--- config.mk ---
export PLATFORM = sky130hd
export DESIGN_NAME = hbm_table
export DESIGN_NICKNAME = d
export VERILOG_FILES = /design/src/design/hbm_pkg.sv /design/src/design/hbm_table.sv
export SDC_FILE = /design/constraint.sdc
export NUM_CORES = 2
export LEC_CHECK = 0
export BUFFER_PORTS_ARGS = -buffer_cell sky130_fd_sc_hd__buf_2
export CAP_MARGIN = 10
export CORE_MARGIN = 3
export CORE_UTILIZATION = 40
export CTS_CLUSTER_DIAMETER = 150
export DETAILED_ROUTE_END_ITERATION = 6
export GPL_ROUTABILITY_DRIVEN = 0
export GPL_TIMING_DRIVEN = 0
export PLACE_DENSITY = 0.61
export SYNTH_ARGS = -nofsm -noshare
export SYNTH_HDL_FRONTEND = slang
export SYNTH_MEMORY_MAX_BITS = 65536
export SYNTH_SLANG_ARGS = --single-unit
--- constraint.sdc ---
create_clock -name clock -period 4.89 [get_ports clock]
set_input_delay 0.2445 -clock clock [delete_from_list [all_inputs] [get_ports clock]]
set_output_delay 0.2445 -clock clock [all_outputs]
set_load 0.05 [all_outputs]
--- src/design/hbm_pkg.sv ---
package hbm_pkg;

   // Result kinds
   localparam logic [2:0] KIND_IGNORED   = 3'd0;
   localparam logic [2:0] KIND_CHANGED   = 3'd1;
   localparam logic [2:0] KIND_SAME      = 3'd2;
   localparam logic [2:0] KIND_EMERGENCY = 3'd3;
   localparam logic [2:0] KIND_QUERY     = 3'd4;

   // Input actions
   localparam logic ACTION_FRAME = 1'b0;
   localparam logic ACTION_QUERY = 1'b1;

   // Register indexes and reset values
   localparam logic CSR_HEARTBEAT_BASE = 1'b0;
   localparam logic CSR_EMERGENCY_BASE = 1'b1;
   localparam logic [10:0] HEARTBEAT_BASE_RESET = 11'd1792;
   localparam logic [10:0] EMERGENCY_BASE_RESET = 11'd128;

   localparam int NODE_COUNT_DEFAULT = 128;

   // Decoded request, passed from the decoder to the controller
   typedef struct packed {
      logic       is_query;
      logic       is_heartbeat;
      logic       is_emergency;
      logic       in_range;
      logic [6:0] node;
   } hbm_decode_type;

   // One result transaction
   typedef struct packed {
      logic [2:0]  kind;
      logic [6:0]  node;
      logic        state_known;
      logic [6:0]  nmt_state;
      logic [31:0] boot_count;
      logic [15:0] error_code;
      logic [7:0]  error_register;
      logic [39:0] vendor_bytes;
   } hbm_rsp_type;

endpackage

--- src/design/hbm_table.sv ---
module hbm_table #(
   parameter int NODE_COUNT = hbm_pkg::NODE_COUNT_DEFAULT,
   parameter int ADDR_W     = $clog2(NODE_COUNT)
) (
   input  logic              clock,
   input  logic              reset,
   input  logic              rd_en,
   input  logic [ADDR_W-1:0] rd_addr,
   input  logic              wr_en,
   input  logic [ADDR_W-1:0] wr_addr,
   input  logic [6:0]        wr_state,
   input  logic [31:0]       wr_boot,
   output logic              rd_known,
   output logic [6:0]        rd_state,
   output logic [31:0]       rd_boot
);
   import hbm_pkg::*;

   logic [38:0]           mem [NODE_COUNT];
   logic [38:0]           rd_word_ff;
   logic                  rd_known_ff;
   logic [NODE_COUNT-1:0] valid_ff;

   // Synchronous memory: state in the top bits, boot counter below
   always_ff @(posedge clock) begin
      if (rd_en) begin
         rd_word_ff <= mem[rd_addr];
      end
      if (wr_en) begin
         mem[wr_addr] <= {wr_state, wr_boot};
      end
   end

   // Known flags; an entry never written reads as zero boot count
   always_ff @(posedge clock) begin
      if (reset) begin
         valid_ff    <= '0;
         rd_known_ff <= 1'b0;
      end else begin
         if (rd_en) begin
            rd_known_ff <= valid_ff[rd_addr];
         end
         if (wr_en) begin
            valid_ff[wr_addr] <= 1'b1;
         end
      end
   end

   assign rd_known = rd_known_ff;
   assign rd_state = rd_known_ff ? rd_word_ff[38:32] : 7'd0;
   assign rd_boot  = rd_known_ff ? rd_word_ff[31:0]  : 32'd0;

endmodule

Word level (Yosys, flattened, before mapping) --
Memories as Yosys holds them, arrays and structs flattened. A register that Yosys moved wholly into a read port is not among the register bits. Cells that the tools add are included.
Storage, ports and cells: register bits after elaboration 129, memory bits (writable) 4992, input port bits 57, output and inout bits 40, memories kept 1
Cells by class: $lt $le $gt $ge 3, muxes and demuxes 8, bitwise logic cells 1, reductions and logical operators 1
Memories:
- mem | words 128, bits a word 39, rd ports 1, clocked after Yosys merged registers in 1, write ports 1, RTL line hbm_table.sv:19 | logic [38:0] mem [NODE_COUNT];
Operators by type and width (count):
- OR 128 bit | 1
- 2-to-1 mux 32 bit | 1
- less-than comparator 7 x 8 -> 1 bit (second input constant) | 2
- binary-select mux 1 bit (select 7 bit) | 1
- demux 1 bit (select 7 bit) | 1
- >= comparator 7 x 1 -> 1 bit (second input constant) | 1
- 2-to-1 mux 7 bit | 1
- 2-to-1 mux 1 bit | 4
- logical AND 1 bit | 1

Longest topological paths before layout --
depth in word-level cells 5, mapped depth 11, depth with buffers taken out 6

Worst setup path before layout --
Ideal clock, no wire load.
path type input-to-reg, from input port wr_addr[2], to memory mem[28][0] (enable), setup time 0.437 ns, arrival 3.180 ns, path slack 1.273 ns, stages 5, path through clkbuf_1 or3b_2 or2_2 clkbuf_1 nor2_1
RTL lines:
- from (decl) | RTL line hbm_table.sv:10 | input logic [ADDR_W-1:0] wr_addr,
- to (decl) | RTL line hbm_table.sv:19
Straight into the memory's write port.

==> impl_metrics.yaml <==
outcome:
  outcome: "finished, violations left"
  violations: "DRC"
global_route:
  grt_use_total: 0.2194
  grt_pass1_vias: 93190
  grt_first_pass_wirelength_um: 759000
  grt_overflow: 0
  antenna_found_initial: 68
  grt_max_degree: 97
floorplanning:
  dieHeight_um: 704.0
  die_area_mm2: 0.4956
  fp-row-count: 255
  ios: 97
  die_width_um: 704.0
  start_util: 0.4029
  core-area_mm2: 0.4837
synth:
  ys_top_cells_by_area: "edfxtp_1, mux4_2, dfxtp_1, nor2_1, o22ai_1"
  synth_ff_type: "edfxtp_1"
  synth.top_cells.by_count: "edfxtp_1, mux4_2, nor2_1, clkbuf_1, buf_2"
  synth_area_mm2: 0.1949
  ys_types: 36
  synth_top_cell_by_area: "edfxtp_1"
  synthArstFlopShare: 0
  ys_ff_latch: 5160
  synth_cells: 7898
  syn_nets: 7955
  yosys_warnings: 0
  ys_seq_area_frac: 0.7884
  synth_most_common_cell: "edfxtp_1"
  syn_area_per_cell_um2: 24.68
  synth_edf_count: 5031
  yosysTopAreaCellShare: 0.7752
cts:
  cts.htree.levels: 6
  cts_setup_buffers: 0
  clk_pin_slew_worst_paths_ns: 0.06
  clock_sinks: 5160
  clock_path_buffers: 4
  worstSkewPairLatency_ns: 1.08
  cts-hold-fix-buffers: 47
  cts_resized: 0
  cts_tree: "built"
  cts_root_buf: "clkbuf_16"
  cts_made_buffers: 536
cells_and_area:
  final_cells: 15680
  design_area_mm2: 0.2270
  syn_to_final_growth_pct: 16.47
  final_nets: 8864
  final_util: 0.4693
  drive_gt1_frac: 0.3218
drt:
  ant_nets: 0
  drt_pass1_iterations: 7
  via_count: 93330
  drt_iter0_markers: 14970
  routedWlPerCell_um: 35.19
  via_per_inst: 5.951
  drc: 5
  routed_wirelength_um: 551900
timing:
  hold_violations: 0
  slew_violations: 0
  hold_ws_ns: 0.1717
  period_share: 0.8737
  rsz0062_at_grt: "false"
  tightest_slew_ns: 1.443
  finClkSkew_ns: 0.09168
  relSlewSlack: 0.03826
  period_needed_ns: 4.272
  setup_viol_count_final: 0
  fmax_mhz: 234.1
power:
  irDropWorstVdd_v: 0.0003368
  p_per_area_mw_per_mm2: 410.7
  p_leak_nw: 69.57
placed_design:
  hpwlAfterDp_um: 379400
  placed_cell_area_mm2: 0.2094
  dp_cells: 14640
  portBuffers: 86
setup_path:
  cp_max_fo: 10
  arrival_ns: 4.90
  critPathLaunchType: "input port"
  crit_chain: "buf_2 -> clkbuf_1 -> clkbuf_1 -> mux4_2 -> mux4_2 -> o22ai_1 -> nor4_1"
  path_class: "in -> reg"
  crit_slowest_cell: "nor4_1"
  cp-end-kind: "flip-flop"
  cp.required_ns: 5.52
  cp_slowest_stage_delay_ns: 1.15
min_path:
  hp-class: "in -> reg"
run:
  maxCapViolCount: 0
[cell type report]
type                    instances  area [um2]
well taps                    6425        8039
flip-flops and latches       5160      153700
fillers                     38880      256700
repair buffers                371        6046
plain buffers                 424        1872
inverters                       1       3.754
multi-input cells            2313       40390
clock inverters               286        2670
diodes                         30       75.07
clock buffers                 673       14240
[power by group]
| part | leakage [nW] | internal, mW | switching (mW) |
|---|---|---|---|
| clock network | 8.26 | 22.5 | 17.0 |
| registers | 46.3 | 48.7 | 0.0613 |
| logic | 15.0 | 1.73 | 3.20 |
[final timing paths]
check	cells past startpoint	startpoint	slack [ns]	end
max reg2reg	4	mem[39][6]	1.61	rd_word_ff[6]
max	7	rd_addr[1]	0.62	rd_word_ff[5]
min	2	wr_boot[7]	0.17	mem[39][7]
min reg2reg	2	valid_ff[0]	0.48	valid_ff[0]
[flip-flops by register name, summed over array words and instances, names as in the netlist]
signal and flops:
rd_word_ff 39, rd_known 1, mem 4992, valid_ff 128
[cells in the final DEF, fill, tap and decap left out, types with 22 or more instances in the layout]
cell and count:
buf_12 155, clkbuf_1 328, dfxtp_1 129, clkinv_1 119
and2_1 39, dlygate4sd3_1 48, nor4_1 38, mux4_2 1588
o22ai_1 153, nor2_1 262, bufinv_16 33, buf_1 22
diode_2 30, clkbuf_16 548, buf_6 28, buf_2 216
edfxtp_1 5031, nor2_4 128, buf_16 60, clkbuf_2 24
buf_4 26, clkinv_2 80
[metal layers]
metal	routed length, um	track usage	up-vias
met4	20470	0.07011	38
met5	241	0	-
met2	256300	0.3401	5553
met1	210600	0.3051	50630
li1	-	-	36190
met3	64210	0.05823	923
[metrics by stage]
step                      setup WS, ns  setup TNS, ns  power [mW]
after global placement          -1.707       -3817.46       54.36
final                           0.6178              0       93.23
after global routing            0.7777              0       95.70
after detailed placement       -0.2995         -1.654       54.57
after floorplan                  1.273              0       52.02
after CTS                       0.8054              0       93.73
[logic make-up after synthesis]
logic type,after synthesis,share of synthesized area
compound gates,174,0.005669
buf+inv,425,0.009476
flops,5160,0.7884
mux,1610,0.1847
simple gates,529,0.01177
[worst max-delay path: cells and delay by family]
kind	cells	cell delay, ns
simple gates	1	1.15
mux	2	0.68
buf+inv	3	2.59
compound gates	1	0.18
(Power assumes the default switching activity.)
