<file path="config.mk">
export PLATFORM = sky130hd
export DESIGN_NAME = hbm_decode
export DESIGN_NICKNAME = d
export VERILOG_FILES = /design/src/design/hbm_pkg.sv /design/src/design/hbm_decode.sv
export SDC_FILE = /design/constraint.sdc
export NUM_CORES = 1
export LEC_CHECK = 0
export BUFFER_PORTS_ARGS = -buffer_cell sky130_fd_sc_hd__buf_2
export CAP_MARGIN = 40
export CORE_MARGIN = 2
export CORE_UTILIZATION = 55
export DETAILED_ROUTE_END_ITERATION = 10
export GPL_TIMING_DRIVEN = 1
export PLACE_DENSITY = 0.95
export RECOVER_POWER = 100
export SYNTH_ARGS = -nofsm -noshare
export SYNTH_HDL_FRONTEND = slang
export SYNTH_SLANG_ARGS = --single-unit
</file>
<file path="constraint.sdc">
create_clock -name vclk -period 12.25
set_clock_uncertainty 0.1 [all_clocks]
set_input_delay 3.0625 -clock vclk [all_inputs]
set_output_delay 3.0625 -clock vclk [all_outputs]
set_load 0.05 [all_outputs]
</file>
<file path="src/design/hbm_pkg.sv">
package hbm_pkg;

   // Result kinds
   localparam logic [2:0] KIND_IGNORED   = 3'd0;
   localparam logic [2:0] KIND_CHANGED   = 3'd1;
   localparam logic [2:0] KIND_SAME      = 3'd2;
   localparam logic [2:0] KIND_EMERGENCY = 3'd3;
   localparam logic [2:0] KIND_QUERY     = 3'd4;

   // Input actions
   localparam logic ACTION_FRAME = 1'b0;
   localparam logic ACTION_QUERY = 1'b1;

   // Register indexes and reset values
   localparam logic CSR_HEARTBEAT_BASE = 1'b0;
   localparam logic CSR_EMERGENCY_BASE = 1'b1;
   localparam logic [10:0] HEARTBEAT_BASE_RESET = 11'd1792;
   localparam logic [10:0] EMERGENCY_BASE_RESET = 11'd128;

   localparam int NODE_COUNT_DEFAULT = 128;

   // Decoded request, passed from the decoder to the controller
   typedef struct packed {
      logic       is_query;
      logic       is_heartbeat;
      logic       is_emergency;
      logic       in_range;
      logic [6:0] node;
   } hbm_decode_type;

   // One result transaction
   typedef struct packed {
      logic [2:0]  kind;
      logic [6:0]  node;
      logic        state_known;
      logic [6:0]  nmt_state;
      logic [31:0] boot_count;
      logic [15:0] error_code;
      logic [7:0]  error_register;
      logic [39:0] vendor_bytes;
   } hbm_rsp_type;

endpackage

</file>
<file path="src/design/hbm_decode.sv">
module hbm_decode #(
   parameter int NODE_COUNT = hbm_pkg::NODE_COUNT_DEFAULT
) (
   input  logic                  action,
   input  logic [10:0]           can_id,
   input  logic [3:0]            frame_len,
   input  logic [6:0]            query_node,
   input  logic [10:0]           heartbeat_base,
   input  logic [10:0]           emergency_base,
   output hbm_pkg::hbm_decode_type dec
);
   import hbm_pkg::*;

   logic [11:0] hb_diff;
   logic [11:0] em_diff;
   logic        hb_match;
   logic        em_match;
   logic [6:0]  node_sel;

   // Offset of the identifier into each window; a borrow means below the base
   assign hb_diff = {1'b0, can_id} - {1'b0, heartbeat_base};
   assign em_diff = {1'b0, can_id} - {1'b0, emergency_base};

   assign hb_match = !hb_diff[11] && (hb_diff[10:7] == 4'd0) && (frame_len != 4'd0);
   // Emergency base itself is excluded, and frames need all eight bytes
   assign em_match = !em_diff[11] && (em_diff[10:7] == 4'd0) &&
                     (em_diff[6:0] != 7'd0) && frame_len[3];

   // Pick the node the transaction concerns; heartbeat wins over emergency
   always_comb begin
      if (action == ACTION_QUERY) begin
         node_sel = query_node;
      end else if (hb_match) begin
         node_sel = hb_diff[6:0];
      end else begin
         node_sel = em_diff[6:0];
      end
   end

   assign dec.is_query     = (action == ACTION_QUERY);
   assign dec.is_heartbeat = (action == ACTION_FRAME) && hb_match;
   assign dec.is_emergency = (action == ACTION_FRAME) && !hb_match && em_match;
   assign dec.in_range     = ({25'd0, node_sel} < NODE_COUNT);
   assign dec.node         = node_sel;

endmodule

</file>
Word-level counts from Yosys, hierarchy flattened

Cells that the tools add are included.

Flip-flop bits (word level): 0

$add $sub $neg: 2
Multiplexer cells: 2
Bitwise operators: 1
Reductions and logical operators: 15

Operator list:

| operator                     | number |
|---|---|
| subtractor 11 x 11 -> 12 bit | 2 |
| two-way mux 7 bit            | 2 |
| logical AND 1 bit            | 8 |
| zero test 4 bit              | 2 |
| nonzero test 7 bit           | 1 |
| nonzero test 4 bit           | 1 |
| zero test 1 bit              | 3 |
| NOT 1 bit                    | 1 |

Longest topological paths before layout

Gate-level depths: netlist of run 1.

Depth in word-level cells: 7
Gate-level depth with buffers: 12

Least setup slack after synthesis of run 1

Ideal clock, no wire load.

Path kind: input-to-output
Start: input can_id[0]
End: output dec[8] (netlist name)
Arrival time: 5,888 ps
Slack: 3,200 ps
Stages: 10
Cells stage by stage: inv_1 > ha_1 > inv_1 > fa_1 > a21o_1 > a221o_1 > o21a_1 > o21a_1 > o41a_1 > nor4b_2

RTL lines:

| element            | line             | source |
|---|---|---|
| start: declaration | hbm_decode.sv:5  | `input logic [10:0] can_id,` |
| end: declaration   | hbm_decode.sv:10 | `output hbm_pkg::hbm_decode_type dec` |

==> flow_summary.ini, run 1 <==
[setup_path]
critPathKind = input pin to output port
worstPathArrival_ps = 5930
required_ps = 9090
cp-end-kind = output port
critPathLaunchType = input pin
crit_start = can_id[0]
max_stage_delay_ps = 480
cp_slowest_cell = clkbuf_1
critical_path.max_fanout = 8
cp_cell_sequence = buf_2 -> inv_1 -> ha_1 -> inv_1 -> fa_1 -> a211oi_1 -> o21ai_1 -> a21oi_1 -> xor2_1 -> and4_1 -> a31oi_1 -> a21oi_1 -> clkbuf_1

[logic_synthesis]
netlist_instances = 192
ys_seq_area_frac = 0
syn_area_sq_um = 1290
yosysWarnings = 0
synth_area_per_cell_sq_um = 6.71
yosysUniqueCellTypes = 48
syn-num-nets = 261

[power_and_ir_drop]
seqPwrFrac = 0
clockPowerShare = 0
switching_power_mw = 0.0560
comb_power_share = 1.000
ir_drop_v = 0.0000348
powerDensity_nw_per_um2 = 57.7
p_total_mw = 0.0899
p_sw_frac = 0.623
internal_power_mw = 0.0339
p_leak_nw = 0.783

[timing]
hold_violations = 0
rsz0062_at_grt = false
tightest_slew_ps = 616
setup_violations = 0
holdWs_ps = 6540
max_freq_mhz = 110
min_period_ps = 9090
relSlewSlack = 0.588
tns_ps = 0
finalCritPeriodShare = 0.742
setup_ws_ps = 3160
finalMaxSlewViolations = 0

[layout]
area_growth_syn_to_layout_pct = 20.9
seq_area_sq_um = 0
drive_gt1_frac = 0.202
final_cells = 270
antenna_cells = 0
clock_buffers = 0
final_util = 0.704
fin_area_sq_um = 1560
layout.cells.most_common_list = 45 x buf_2, 25 x inv_1, 22 x ha_1
layout_commonest_cell = buf_2
seq_cell_count = 0
finalNetCount = 313

[worst_hold_path]
whs_path_depth = 2
min-delay-start = action
hp-class = input pin to output port

[detailed_routing]
wl_per_cell_microns = 13.3
drt_iter0_drc = 54
routed_wirelength_microns = 3580
drc = 0
dr.pass1.iters = 4
ant_nets = 0
vias = 1610
via_per_inst = 5.96

[global_routing]
grt_pass1_wl_microns = 5840
grt_pass1_vias = 1490
antenna_found_initial = 0
grt_max_degree = 18
overflow = 0
grtUsageTotal = 0.270

[die]
fp.dieH_microns = 52.4
dieArea_sq_um = 2740
die_w_microns = 52.4
initial_utilization = 0.582
rows = 17
core_sq_um = 2210
ioPinCount = 56

[placed_design]
place_congestion = 0.869
post_dp_cell_area_sq_um = 1570
hpwl_microns = 3070
dp_slack_ps = 3410
dp_cells = 270
port_buffers = 55

[clocking]
cts-resized-gates = 0
cts_setup_buffers = 0
cts.hold.buffers_added = 0

[status]
status = complete, no violations

[run]
max-cap-violations = 0
==> worst paths after layout <==
path / to
hold / removal: dec[10]
setup / recovery: dec[6]
==> power by group through the flow <==
stage                     registers (mW)  clock network, mW  logic, mW
after floorplan                        0                  0     0.0674
after global placement                 0                  0     0.0866
after detailed placement               0                  0     0.0890
after CTS                              0                  0     0.0894
after global routing                   0                  0     0.0989
final                                  0                  0     0.0899
==> synth_stat cells, types with 2 or more instances <==
master / n / area share
o21a_1: 3 / 0.017
o211ai_1: 2 / 0.012
a21o_1: 2 / 0.012
a22o_1: 2 / 0.014
ha_1: 22 / 0.21
nor2_1: 14 / 0.041
buf_2: 2 / 0.0078
o22ai_1: 2 / 0.0097
fa_1: 2 / 0.031
o21ai_0: 15 / 0.058
xnor2_1: 7 / 0.048
buf_4: 2 / 0.012
a31oi_1: 7 / 0.034
and3_1: 2 / 0.0097
nor2b_1: 8 / 0.039
o21ai_1: 2 / 0.0078
nand2b_1: 8 / 0.039
xor2_1: 2 / 0.014
a21oi_1: 20 / 0.078
nor3_1: 7 / 0.027
inv_1: 25 / 0.073
nand2_1: 8 / 0.023
a211oi_1: 3 / 0.017
==> metal layers <==
layer  wire, microns  global-route usage
met5               0                   0
met4              76              0.0769
met3             244              0.0314
met2            1810               0.506
met1            1460               0.315
==> layout make-up <==
| type | instances | area (sq um) |
|---|---|---|
| fillers | 198 | 656 |
| inverters | 25 | 93.8 |
| repair buffers | 55 | 263 |
| well taps | 28 | 35.0 |
| multi-input cells | 162 | 1160 |
==> worst max-delay path: cells and delay by family <==
family / cells / cell delay (ps)
AOI/OAI and AO/OA: 5 / 960
buffers and inverters: 4 / 700
adders and majority gates: 2 / 620
and+or+nand+nor: 1 / 380
xor gates and xnor gates: 1 / 190
==> cell families after synthesis <==
kind of cell / after synthesis / share of synthesized area
AO/OA/AOI/OAI: 71 / 0.352
XOR/XNOR: 9 / 0.0612
adder cells (fa/ha/maj): 24 / 0.245
buffers and inverters: 30 / 0.0952
multiplexers: 2 / 0.0165
other: 1 / 0.00291
AND/OR/NAND/NOR: 55 / 0.227
Note: power is estimated with default switching activity, not from simulation.
==> run 2, diff against run 1 <==
- ABC_AREA: not set -> 1
- CORE_UTILIZATION: 55 -> 53
- PLACE_DENSITY: 0.95 -> 0.91
- clock period: 12.25 -> 8.8 ns (I/O delays scaled with it)
==> run 2 against run 1 <==
Critical endpoint is now dec[9]. Flip-flop and latch count did not move. Worst hold slack got worse by 1800 ps. Core utilization fell by 5.3 points. Synthesized area rose by 21%.
==> flow_summary.ini, run 2 <==
[timing]
rsz0062_at_grt = false
tns_ps = 0
relSlewSlack = 0.601
finalMaxSlewViolations = 0
holdWs_ps = 4730
max_freq_mhz = 140
min_period_ps = 7160
setup_violations = 0
finalCritPeriodShare = 0.814
setup_ws_ps = 1640
hold_violations = 0
tightest_slew_ps = 601

[logic_synthesis]
ys_seq_area_frac = 0
syn_area_sq_um = 1550
syn-num-nets = 355
yosysUniqueCellTypes = 27
synth_area_per_cell_sq_um = 5.43
netlist_instances = 286
yosysWarnings = 0
synthTopCellsByArea = nand2_1 21%, ha_1 18%, inv_1 14%
yosys.cell_count.top_type = nand2_1
yosysTopAreaCell = nand2_1
netlist_top_cells_count = 85 x nand2_1, 59 x inv_1, 36 x nand3_1, 23 x nor2_1, 22 x ha_1
synth_top_area_share = 0.205

[detailed_routing]
drc = 0
routed_wirelength_microns = 3900
via_per_inst = 5.10
wl_per_cell_microns = 10.6
vias = 1877
dr.pass1.iters = 4
ant_nets = 0
drt_iter0_drc = 130

[setup_path]
critPathKind = input pin to output port
critPathLaunchType = input pin
critical_path.max_fanout = 9
required_ps = 6500
worstPathArrival_ps = 4860
crit_start = can_id[0]
cp-end-kind = output port

[layout]
final_util = 0.650
fin_area_sq_um = 1810
area_growth_syn_to_layout_pct = 16.5
drive_gt1_frac = 0.187
n_fill_cell = 279
seq_area_sq_um = 0
layout.cells.most_common_list = 86 x nand2_1, 59 x inv_1, 47 x buf_2
clock_buffers = 0
seq_cell_count = 0
layout_commonest_cell = nand2_1
finalNetCount = 408
antenna_cells = 0
final_cells = 368

[power_and_ir_drop]
powerDensity_nw_per_um2 = 75.8
p_total_mw = 0.137
p_leak_nw = 1.14
ir_drop_v = 0.0000612

[die]
fp.dieH_microns = 58.1
dieArea_sq_um = 3380
rows = 19
initial_utilization = 0.558
die_w_microns = 58.1
core_sq_um = 2780
ioPinCount = 56

[worst_hold_path]
hp-class = input pin to output port
whs_path_depth = 4
min-delay-start = query_node[6]

[global_routing]
grt_pass1_wl_microns = 6710
overflow = 0
grtUsageTotal = 0.241
grt_max_degree = 16
grt_pass1_vias = 1625
antenna_found_initial = 0

[clocking]
cts-resized-gates = 0
cts.hold.buffers_added = 0
cts_setup_buffers = 0

[run]
max-cap-violations = 0

[placed_design]
port_buffers = 55
dp_cells = 368
dp_slack_ps = 2260
hpwl_microns = 3460
post_dp_cell_area_sq_um = 1840
place_congestion = 0.974

[status]
status = complete, no violations
run 2: worst max-delay path: stages:
cell,delay [ps]
buf_2,90
inv_1,80
ha_1,150
inv_1,80
fa_1,430
nand2_1,90
nand3_1,80
nand3_1,100
nand2_1,60
nand2_1,80
nand3_2,80
nor2_1,360
nand2_1,330
nor2_1,160
clkbuf_1,480
run 2: path summary, 6_finish.rpt:
kind / endpoint / slack, ps
max: dec[9] / 1640
min: dec[6] / 4730
run 2: power breakdown:
part | total (mW) | internal (mW) | leakage, nW | switching, mW
logic | 0.137 | 0.0473 | 1.14 | 0.0898
clock network | 0 | 0 | 0 | 0
registers | 0 | 0 | 0 | 0
total | 0.137 | 0.0473 | 1.14 | 0.0898
run 2: final cells by class:
class                           instances  area [sq um]  area share
Inverter                               59           221       0.122
Multi-Input combinational cell        223          1280       0.710
Tap cell                               31          38.8      0.0214
Timing Repair Buffer                   55           265       0.147
run 2: layer usage:
metal	track usage	part of all wire	up-vias	wire, microns
met3	0.0112	0.079	2	308
met5	0	0	-	0
met1	0.322	0.46	785	1800
met4	0.00997	0.0026	0	10
met2	0.446	0.46	86	1780
li1	-	-	1004	-
run 2: cells by family after synthesis:
logic type / count (synthesis) / share of synthesized area
AND/OR/NAND/NOR: 174 / 0.523
adder cells (fa/ha/maj): 24 / 0.203
XOR/XNOR: 10 / 0.0612
buffers and inverters: 63 / 0.158
other: 1 / 0.00242
AO/OA/AOI/OAI: 14 / 0.0524
